### src/rtl/assert_macros.svh
// ----------------------------------------------------------------------------
// assert_macros.svh
// Assertion macros for the RTL; they compile to nothing under SYNTHESIS.
// ----------------------------------------------------------------------------
`ifndef ASSERT_MACROS_SVH
`define ASSERT_MACROS_SVH

`ifndef SYNTHESIS

// Check a condition at every clock edge outside reset
`define ASSERT_ALWAYS(lbl, clk, rstn, cond) \
	lbl: assert property (@(posedge clk) disable iff (!(rstn)) (cond)) \
		else $error("assertion failed");

// Check that an antecedent implies a consequent in the same cycle
`define ASSERT_IMPLIES(lbl, clk, rstn, ante, cons) \
	lbl: assert property (@(posedge clk) disable iff (!(rstn)) (ante) |-> (cons)) \
		else $error("assertion failed");

// Check that an antecedent implies a consequent in the next cycle
`define ASSERT_NEXT(lbl, clk, rstn, ante, cons) \
	lbl: assert property (@(posedge clk) disable iff (!(rstn)) (ante) |=> (cons)) \
		else $error("assertion failed");

`else

`define ASSERT_ALWAYS(lbl, clk, rstn, cond)
`define ASSERT_IMPLIES(lbl, clk, rstn, ante, cons)
`define ASSERT_NEXT(lbl, clk, rstn, ante, cons)

`endif

`endif

### src/rtl/mmvn_pkg.sv
// ----------------------------------------------------------------------------
// mmvn_pkg
// Types and constants of the min/max value normalizer.
// ----------------------------------------------------------------------------
package mmvn_pkg;

	localparam int VAL_W   = 32;
	localparam int FLOOR_W = 31;
	localparam int QUOT_W  = 16;
	localparam int NORM_W  = 17;

	// Operation codes
	localparam logic [1:0] OP_UPDATE    = 2'd0;
	localparam logic [1:0] OP_NORMALIZE = 2'd1;
	localparam logic [1:0] OP_CLEAR     = 2'd2;

	localparam logic signed [VAL_W-1:0] Q_MOST_NEG = 32'sh8000_0000;
	localparam logic signed [VAL_W-1:0] Q_MOST_POS = 32'sh7fff_ffff;
	localparam logic [NORM_W-1:0]       Q_ONE      = 17'h1_0000;

	// One statistics entry
	typedef struct packed {
		logic signed [VAL_W-1:0] high;
		logic signed [VAL_W-1:0] low;
	} stat_t;

	localparam stat_t STAT_EMPTY = '{high: Q_MOST_NEG, low: Q_MOST_POS};

	// Divider request and response
	typedef struct packed {
		logic             start;
		logic [VAL_W-1:0] numer;
		logic [VAL_W-1:0] denom;
	} div_req_t;

	typedef struct packed {
		logic              busy;
		logic              done;
		logic [QUOT_W-1:0] quot;
	} div_rsp_t;

	typedef enum logic [1:0] {
		S_IDLE,
		S_EXEC,
		S_PREP,
		S_DIV
	} state_t;

endpackage

### src/rtl/minmax_value_normalizer_core.sv
// ----------------------------------------------------------------------------
// minmax_value_normalizer_core
// Running min/max statistics table with fixed-point normalization.
// ----------------------------------------------------------------------------
// Usage: an operation is taken when start is high and busy is low; one
// operation is in flight at a time. Update, clear and the unused opcode hold
// busy in state EXEC (read, then write back on update and clear). Normalize
// also holds it in PREP, ending there if no division is needed (empty or
// zero-width range, value <= low, or >= high and >= low + delta_floor),
// then in DIV while the one-bit-per-cycle divider forms the 16-bit quotient;
// the result appears with done for exactly one cycle right after busy falls
// and is not held, so the receiver must take it then. After reset the table
// is swept to empty, one entry per cycle, keeping busy high; delta_floor may
// be written at any time the block is idle, including during the sweep.
// ----------------------------------------------------------------------------
`include "assert_macros.svh"

module minmax_value_normalizer_core #(
	parameter int ENTRIES = 64
) (
	input  logic                 clk,
	input  logic                 arst_n,
	input  logic                 cfg_we,
	input  logic [30:0]          cfg_wdata,
	input  logic                 start,
	output logic                 busy,
	input  logic [1:0]           opcode,
	input  logic [5:0]           entry_index,
	input  logic signed [31:0]   value,
	output logic                 done,
	output logic [16:0]          normalized
);

	localparam int AW    = (ENTRIES > 1) ? $clog2(ENTRIES) : 1;
	localparam int IDX_W = 13;

	logic                               accept;
	logic                               clearing;
	logic [IDX_W-1:0]                   idx_ext;
	logic [AW-1:0]                      rd_addr;
	mmvn_pkg::stat_t                    rd_data;
	logic                               wr_en;
	mmvn_pkg::stat_t                    wr_data;
	mmvn_pkg::div_req_t                 div_req;
	mmvn_pkg::div_rsp_t                 div_rsp;
	mmvn_pkg::state_t                   state_q;
	mmvn_pkg::state_t                   state_d;
	logic [mmvn_pkg::FLOOR_W-1:0]       delta_floor_q;
	logic [1:0]                         op_q;
	logic [AW-1:0]                      addr_q;
	logic                               hit_q;
	logic signed [mmvn_pkg::VAL_W-1:0]  val_q;
	logic signed [mmvn_pkg::VAL_W:0]    delta_q;
	logic signed [mmvn_pkg::VAL_W:0]    num_q;
	logic                               done_q;
	logic [mmvn_pkg::NORM_W-1:0]        norm_q;
	mmvn_pkg::stat_t                    cur;
	logic signed [mmvn_pkg::VAL_W:0]    delta_d;
	logic signed [mmvn_pkg::VAL_W:0]    num_d;
	logic signed [mmvn_pkg::VAL_W:0]    floor_ext;
	logic [mmvn_pkg::VAL_W-1:0]         divisor;
	logic                               out_now;
	logic [mmvn_pkg::NORM_W-1:0]        out_val;

	assign accept  = start & ~busy;
	assign busy    = (state_q != mmvn_pkg::S_IDLE) | clearing;
	assign idx_ext = {{(IDX_W - 6){1'b0}}, entry_index};
	assign rd_addr = idx_ext[AW-1:0];

	// Statistics table
	mmvn_stat_mem #(
		.ENTRIES (ENTRIES),
		.AW      (AW)
	) u_mem (
		.clk      (clk),
		.arst_n   (arst_n),
		.rd_en    (accept),
		.rd_addr  (rd_addr),
		.rd_data  (rd_data),
		.wr_en    (wr_en),
		.wr_addr  (addr_q),
		.wr_data  (wr_data),
		.clearing (clearing)
	);

	// Quotient unit
	mmvn_divider u_div (
		.clk    (clk),
		.arst_n (arst_n),
		.req    (div_req),
		.rsp    (div_rsp)
	);

	// Configuration register
	always_ff @(posedge clk or negedge arst_n) begin
		if (!arst_n) begin
			delta_floor_q <= '0;
		end else if (cfg_we) begin
			delta_floor_q <= cfg_wdata;
		end
	end

	// State register and result strobe
	always_ff @(posedge clk or negedge arst_n) begin
		if (!arst_n) begin
			state_q <= mmvn_pkg::S_IDLE;
			done_q  <= 1'b0;
		end else begin
			state_q <= state_d;
			done_q  <= out_now;
		end
	end

	// Capture the operation word and the working values
	always_ff @(posedge clk) begin
		if (accept) begin
			op_q   <= opcode;
			addr_q <= rd_addr;
			hit_q  <= (idx_ext < IDX_W'(ENTRIES));
			val_q  <= value;
		end
		if (state_q == mmvn_pkg::S_EXEC) begin
			delta_q <= delta_d;
			num_q   <= num_d;
		end
		if (out_now) begin
			norm_q <= out_val;
		end
	end

	// Entry as seen by normalize, range differences
	always_comb begin
		cur       = hit_q ? rd_data : mmvn_pkg::STAT_EMPTY;
		delta_d   = {cur.high[mmvn_pkg::VAL_W-1], cur.high}
		          - {cur.low[mmvn_pkg::VAL_W-1], cur.low};
		num_d     = {val_q[mmvn_pkg::VAL_W-1], val_q} - {cur.low[mmvn_pkg::VAL_W-1], cur.low};
		floor_ext = {2'b00, delta_floor_q};
		divisor   = (delta_q < floor_ext) ? {1'b0, delta_floor_q}
		                                  : delta_q[mmvn_pkg::VAL_W-1:0];
	end

	// Next state, write back, divider start and result
	always_comb begin
		state_d       = state_q;
		wr_en         = 1'b0;
		wr_data       = rd_data;
		div_req.start = 1'b0;
		div_req.numer = num_q[mmvn_pkg::VAL_W-1:0];
		div_req.denom = divisor;
		out_now       = 1'b0;
		out_val       = '0;
		case (state_q)
			mmvn_pkg::S_IDLE: begin
				if (accept) begin
					state_d = mmvn_pkg::S_EXEC;
				end
			end
			mmvn_pkg::S_EXEC: begin
				state_d = mmvn_pkg::S_IDLE;
				case (op_q)
					mmvn_pkg::OP_UPDATE: begin
						// widen the range
						wr_en = hit_q;
						wr_data.high = (val_q > rd_data.high) ? val_q : rd_data.high;
						wr_data.low  = (val_q < rd_data.low) ? val_q : rd_data.low;
					end
					mmvn_pkg::OP_CLEAR: begin
						wr_en   = hit_q;
						wr_data = mmvn_pkg::STAT_EMPTY;
					end
					mmvn_pkg::OP_NORMALIZE: begin
						state_d = mmvn_pkg::S_PREP;
					end
					default: begin
						state_d = mmvn_pkg::S_IDLE;
					end
				endcase
			end
			mmvn_pkg::S_PREP: begin
				state_d = mmvn_pkg::S_IDLE;
				if (delta_q[mmvn_pkg::VAL_W] || delta_q == '0) begin
					// empty, inverted or zero-width range: clamp the value itself
					out_now = 1'b1;
					if (val_q <= 0) begin
						out_val = '0;
					end else if (val_q >= $signed({15'd0, mmvn_pkg::Q_ONE})) begin
						out_val = mmvn_pkg::Q_ONE;
					end else begin
						out_val = val_q[mmvn_pkg::NORM_W-1:0];
					end
				end else if (num_q[mmvn_pkg::VAL_W] || num_q == '0) begin
					out_now = 1'b1;
					out_val = '0;
				end else if (num_q >= delta_q && num_q >= floor_ext) begin
					out_now = 1'b1;
					out_val = mmvn_pkg::Q_ONE;
				end else begin
					div_req.start = 1'b1;
					state_d       = mmvn_pkg::S_DIV;
				end
			end
			mmvn_pkg::S_DIV: begin
				if (div_rsp.done) begin
					out_now = 1'b1;
					out_val = {1'b0, div_rsp.quot};
					state_d = mmvn_pkg::S_IDLE;
				end
			end
			default: begin
				state_d = mmvn_pkg::S_IDLE;
			end
		endcase
	end

	assign done       = done_q;
	assign normalized = norm_q;

	// A result is a single-cycle strobe
	`ASSERT_NEXT(a_done_single, clk, arst_n, done_q, !done_q)
	// A result never exceeds one
	`ASSERT_IMPLIES(a_norm_range, clk, arst_n, done_q, norm_q <= mmvn_pkg::Q_ONE)
	// A result follows only a range check or a division
	`ASSERT_IMPLIES(a_done_src, clk, arst_n, done_q,
		$past(state_q) == mmvn_pkg::S_PREP || $past(state_q) == mmvn_pkg::S_DIV)
	// The divider runs only while waiting for it
	`ASSERT_IMPLIES(a_div_owned, clk, arst_n, div_rsp.busy, state_q == mmvn_pkg::S_DIV)
	// No write lands during the table sweep
	`ASSERT_IMPLIES(a_no_wr_clear, clk, arst_n, clearing, !wr_en && busy)

endmodule

### src/rtl/mmvn_stat_mem.sv
// ----------------------------------------------------------------------------
// mmvn_stat_mem
// Statistics table: one synchronous memory with a registered read port,
// swept to the empty entry value after reset.
// ----------------------------------------------------------------------------
module mmvn_stat_mem #(
	parameter int ENTRIES = 64,
	parameter int AW      = 6
) (
	input  logic               clk,
	input  logic               arst_n,
	input  logic               rd_en,
	input  logic [AW-1:0]      rd_addr,
	output mmvn_pkg::stat_t    rd_data,
	input  logic               wr_en,
	input  logic [AW-1:0]      wr_addr,
	input  mmvn_pkg::stat_t    wr_data,
	output logic               clearing
);

	mmvn_pkg::stat_t mem_q [ENTRIES];
	mmvn_pkg::stat_t rd_data_q;
	logic            clr_active_q;
	logic [AW-1:0]   clr_addr_q;
	logic            mem_we;
	logic [AW-1:0]   mem_waddr;
	mmvn_pkg::stat_t mem_wdata;

	// Sweep every entry once after reset
	always_ff @(posedge clk or negedge arst_n) begin
		if (!arst_n) begin
			clr_active_q <= 1'b1;
			clr_addr_q   <= '0;
		end else if (clr_active_q) begin
			if (clr_addr_q == AW'(ENTRIES - 1)) begin
				clr_active_q <= 1'b0;
			end
			clr_addr_q <= clr_addr_q + 1'b1;
		end
	end

	// Pick the sweep or the logic as writer
	always_comb begin
		mem_we    = clr_active_q | wr_en;
		mem_waddr = clr_active_q ? clr_addr_q : wr_addr;
		mem_wdata = clr_active_q ? mmvn_pkg::STAT_EMPTY : wr_data;
	end

	// Write port and registered read port
	always_ff @(posedge clk) begin
		if (mem_we) begin
			mem_q[mem_waddr] <= mem_wdata;
		end
		if (rd_en) begin
			rd_data_q <= mem_q[rd_addr];
		end
	end

	assign rd_data  = rd_data_q;
	assign clearing = clr_active_q;

endmodule

### src/rtl/mmvn_divider.sv
// ----------------------------------------------------------------------------
// mmvn_divider
// Restoring divider, one quotient bit per cycle. Expects numer < denom and
// returns (numer << QUOT_W) / denom, truncated.
// ----------------------------------------------------------------------------
module mmvn_divider (
	input  logic               clk,
	input  logic               arst_n,
	input  mmvn_pkg::div_req_t req,
	output mmvn_pkg::div_rsp_t rsp
);

	localparam int CNT_W = $clog2(mmvn_pkg::QUOT_W);

	logic                          busy_q;
	logic                          done_q;
	logic [CNT_W-1:0]              cnt_q;
	logic [mmvn_pkg::VAL_W-1:0]    rem_q;
	logic [mmvn_pkg::VAL_W-1:0]    den_q;
	logic [mmvn_pkg::QUOT_W-1:0]   quot_q;
	logic [mmvn_pkg::VAL_W+1:0]    trial;
	logic                          fits;

	// Trial subtract of the doubled remainder
	always_comb begin
		trial = {1'b0, rem_q, 1'b0} - {2'b00, den_q};
		fits  = ~trial[mmvn_pkg::VAL_W+1];
	end

	// Control: count the quotient bits
	always_ff @(posedge clk or negedge arst_n) begin
		if (!arst_n) begin
			busy_q <= 1'b0;
			done_q <= 1'b0;
			cnt_q  <= '0;
		end else begin
			done_q <= 1'b0;
			if (req.start) begin
				busy_q <= 1'b1;
				cnt_q  <= '0;
			end else if (busy_q) begin
				cnt_q <= cnt_q + 1'b1;
				if (cnt_q == CNT_W'(mmvn_pkg::QUOT_W - 1)) begin
					busy_q <= 1'b0;
					done_q <= 1'b1;
				end
			end
		end
	end

	// Datapath: shift in one quotient bit per cycle
	always_ff @(posedge clk) begin
		if (req.start) begin
			rem_q  <= req.numer;
			den_q  <= req.denom;
			quot_q <= '0;
		end else if (busy_q) begin
			rem_q  <= fits ? trial[mmvn_pkg::VAL_W-1:0] : {rem_q[mmvn_pkg::VAL_W-2:0], 1'b0};
			quot_q <= {quot_q[mmvn_pkg::QUOT_W-2:0], fits};
		end
	end

	assign rsp.busy = busy_q;
	assign rsp.done = done_q;
	assign rsp.quot = quot_q;

endmodule
### config.mk
export PLATFORM = sky130hd
export DESIGN_NAME = minmax_value_normalizer_core
export DESIGN_NICKNAME = d
export VERILOG_FILES = /design/src/rtl/mmvn_pkg.sv /design/src/rtl/minmax_value_normalizer_core.sv /design/src/rtl/mmvn_stat_mem.sv /design/src/rtl/mmvn_divider.sv
export VERILOG_INCLUDE_DIRS = /design/src /design/src/rtl
export SDC_FILE = /design/constraint.sdc
export NUM_CORES = 2
export LEC_CHECK = 0
export BUFFER_PORTS_ARGS = -buffer_cell sky130_fd_sc_hd__buf_2
export CAP_MARGIN = 5
export CORE_UTILIZATION = 42
export CTS_BUF_LIST = sky130_fd_sc_hd__clkbuf_4
export DETAILED_ROUTE_END_ITERATION = 6
export GPL_ROUTABILITY_DRIVEN = 0
export PLACE_DENSITY = 0.62
export SLEW_MARGIN = 0
export SYNTH_ARGS = -nofsm -noshare
export SYNTH_HDL_FRONTEND = slang
export SYNTH_SLANG_ARGS = --single-unit
### constraint.sdc
create_clock -name clk -period 15 [get_ports clk]
set_input_delay 1.5 -clock clk [delete_from_list [all_inputs] [get_ports clk]]
set_output_delay 1.5 -clock clk [all_outputs]
set_load 0.005 [all_outputs]
==> results.md <==
- Outcome: completed
- Fin. max-slew vios: 0
- Fmax: 0.169 GHz
- Top cells by count, synth: edfxtp_1 (4347), mux4_2 (1344), nand2_1 (237)
- Origin of the critical flop-to-flop path: state_q[0]
- PortBufs: 93
- Hold crit path type: input port to register
- DR WL/cell: 34.0 µm
- Pwr Density: 155 mW/mm²
- Clk_lat worst skew: 1.77 ns
- Number of remaining DRC errors: 0
- Max Fanout on Critical Path: 67
- Pin count of the biggest net entering global routing: 129
- Fraction of the yosys area taken by sequential cells: 74.9%
- CTS tree: yes
- Hold depth: 1
- Leak Pwr: 64.8 nW
- Crit Path Class: register to register
- Cell Area, Synth: 0.176 mm²
- Final wirelength: 526 mm
- Iteration-0 DRC Markers: 12.6k
- Synth unique cells: 84
- I/O pins: 94
- Routed Antenna Nets: 0
- Gr usage total: 24.9%
- Final core occ: 47.7%
- WP data required: 16.27 ns
- Detailed-router iteration count before antenna repair: 7
- R2r setup slk: 9.07 ns
- Die H: 650 µm
- Min-Delay Startpoint: value[7]
- Vias in the first global route: 95.1k
- Proportion of layout cells with a drive suffix above 1: 35.7%
- Die Area: 0.422 mm²
- Core area: 0.417 mm²
- Setup TNS: 0 ns
- Initial antenna violation count: 18
- TritonCTS Buffers: 1173
- Final instance area: 0.199 mm²
- Capturing point of the worst reg2reg path: u_mem.mem_q[7][29]
- Clock transition at the registers of the reported paths: 0.06 ns
- Hold Slack: 0.175 ns
- Synth area leaders: edfxtp_1 (74%), mux4_2 (17%), ha_1 (1.6%)
- # setup viols final: 0
- FILL cells: 33.8k
- Layout area overhead: 13.0%
- Final min period: 5.93 ns
- Startpoint types: register
- RSZ-0062 raised after global routing: no
- Max_cap viols: 0
- Setup crit end kind: register
- Fin Clk Skew: 0.219 ns
- Final period util: 39.5%
- CTS root buf: clkbuf_4
- Critical Path AT: 7.20 ns
- Top_reg_cell synth: edfxtp_1
- Warnings, synthesis: 0
- Congestion Overflow GR: 0
- Nets@finish: 9529
- Post-DR vias/cell: 6.08
- Synth Instances: 8017
- DP HPWL: 276 mm
- Yosys top cell area share: 74.1%
- Num rows: 237
- Initial Utilization: 42.2%
- #FFs+latches synth: 4410
- Register-to-Register Path Depth: 9
- Top-count cell post-synth: edfxtp_1
- H-tree Lvls: 7
- Max transition margin: 12.9%
- Area leader, netlist: edfxtp_1
- Syn nets: 8318
- Peak supply drop: 0.120 mV
- Die Width: 650 µm
- Final Hold Viols: 0
- Resized Gates After CTS: 0
- Post-synth EDFFs: 4347
- Synth async-reset ratio: 1.07%
- Num Clock Sinks: 4410
- First-pass GRT wire length: 726 mm
- Worst-margin pin slew: 1.31 ns
- Area post-placement: 0.185 mm²
- Clk buf depth: 5
- WHS Endpoint: val_q[7]
- Synthesized area per cell: 22.0 µm²
- Via count: 94.1k
how the worst max path moves through the flow:
stage,from,endpoint,cells past startpoint
2_1_floorplan,state_q[0],u_mem.mem_q[0][31],6
3_3_place_gp,entry_index[0],u_mem.rd_data[60],7
3_5_place_dp,entry_index[0],u_mem.rd_data[5],7
4_1_cts,state_q[0],u_mem.mem_q[7][54],9
5_1_grt,state_q[0],u_mem.mem_q[7][29],9
6_report,state_q[0],u_mem.mem_q[7][29],9
worst max-delay path, cell delays in order, from the launching register on:
cell	delay, ns
dfrtp_1	0.45
nor2b_4	0.17
buf_4	0.63
nand2b_1	0.25
nor2b_1	0.27
nor2_1	0.26
nand2_1	0.56
nor2_4	1.17
buf_4	0.93
buf_4	0.73
placed cells by master (no fill, tap or decap), drive strengths merged, types with 71 or more instances in the layout:
cell type,instances
a21o,71
clkinv,243
a21oi,115
ha,223
buf,358
nand2,237
mux4,1344
o21ai,95
edfxtp,4347
clkbuf,1599
nor2,217
nand3,96
inv,225
timing repair:
action                    CTS  global route
buffers inserted            0             0
hold endpoints to repair  105             0
hold buffers               60             0
cell type report:
class | count | area, µm² | area share (%)
Multi-Input combinational cell | 3023 | 42500 | 21.4
Clock inverter | 288 | 1550 | 0.777
Sequential cell | 4410 | 132000 | 66.3
Timing Repair Buffer | 419 | 3300 | 1.66
Tap cell | 5497 | 6880 | 3.45
Antenna cell | 26 | 65.1 | 0.0327
Inverter | 201 | 754 | 0.379
Clock buffer | 1598 | 12000 | 6.03
routing by layer:
metal	wire length [µm]	track usage, %	up-vias
met4	19600	10.3	8
met1	195000	32.4	50000
met5	48	0	-
met2	254000	39.7	5922
met3	57000	6.58	967
li1	-	-	37100
through the flow:
| step | total power, W | std cells | setup slack (ns) |
|---|---|---|---|
| 4_1_cts | 0.0310 | 15400 | 9.18 |
| 6_report | 0.0309 | 15500 | 9.07 |
| 2_1_floorplan | 0.0193 | 8017 | 6.93 |
| 3_3_place_gp | 0.0209 | 13500 | 8.35 |
| 5_1_grt | 0.0322 | 15500 | 8.95 |
| 3_5_place_dp | 0.0212 | 13500 | 8.36 |
power breakdown:
| part | switching [W] | internal (W) |
|---|---|---|
| logic | 0.00351 | 0.00158 |
| registers | 0.000473 | 0.0155 |
| clock network | 0.00473 | 0.00515 |
| total | 0.00872 | 0.0222 |
sequential cells by signal, summed over array words and instances (netlist names):
signal	flops
u_div.busy_q	1
u_div.cnt_q	4
normalized	17
u_div.done_q	1
u_mem.rd_data	64
op_q	2
num_q	33
delta_floor_q	31
addr_q	6
u_div.rem_q	32
u_mem.clearing	1
u_div.quot_q	16
done	1
u_div.den_q	32
val_q	32
u_mem.mem_q	4096
delta_q	33
state_q	2
u_mem.clr_addr_q	6
cell families after synthesis:
family | after synthesis | synth area share (%)
buffers and inverters | 584 | 1.32
DFF | 4410 | 74.9
adders and majority gates | 226 | 1.62
AOI/OAI and AO/OA | 561 | 2.26
muxes | 1400 | 17.5
xor gates and xnor gates | 80 | 0.398
and+or+nand+nor | 756 | 1.98
(Power assumes the default switching activity.)
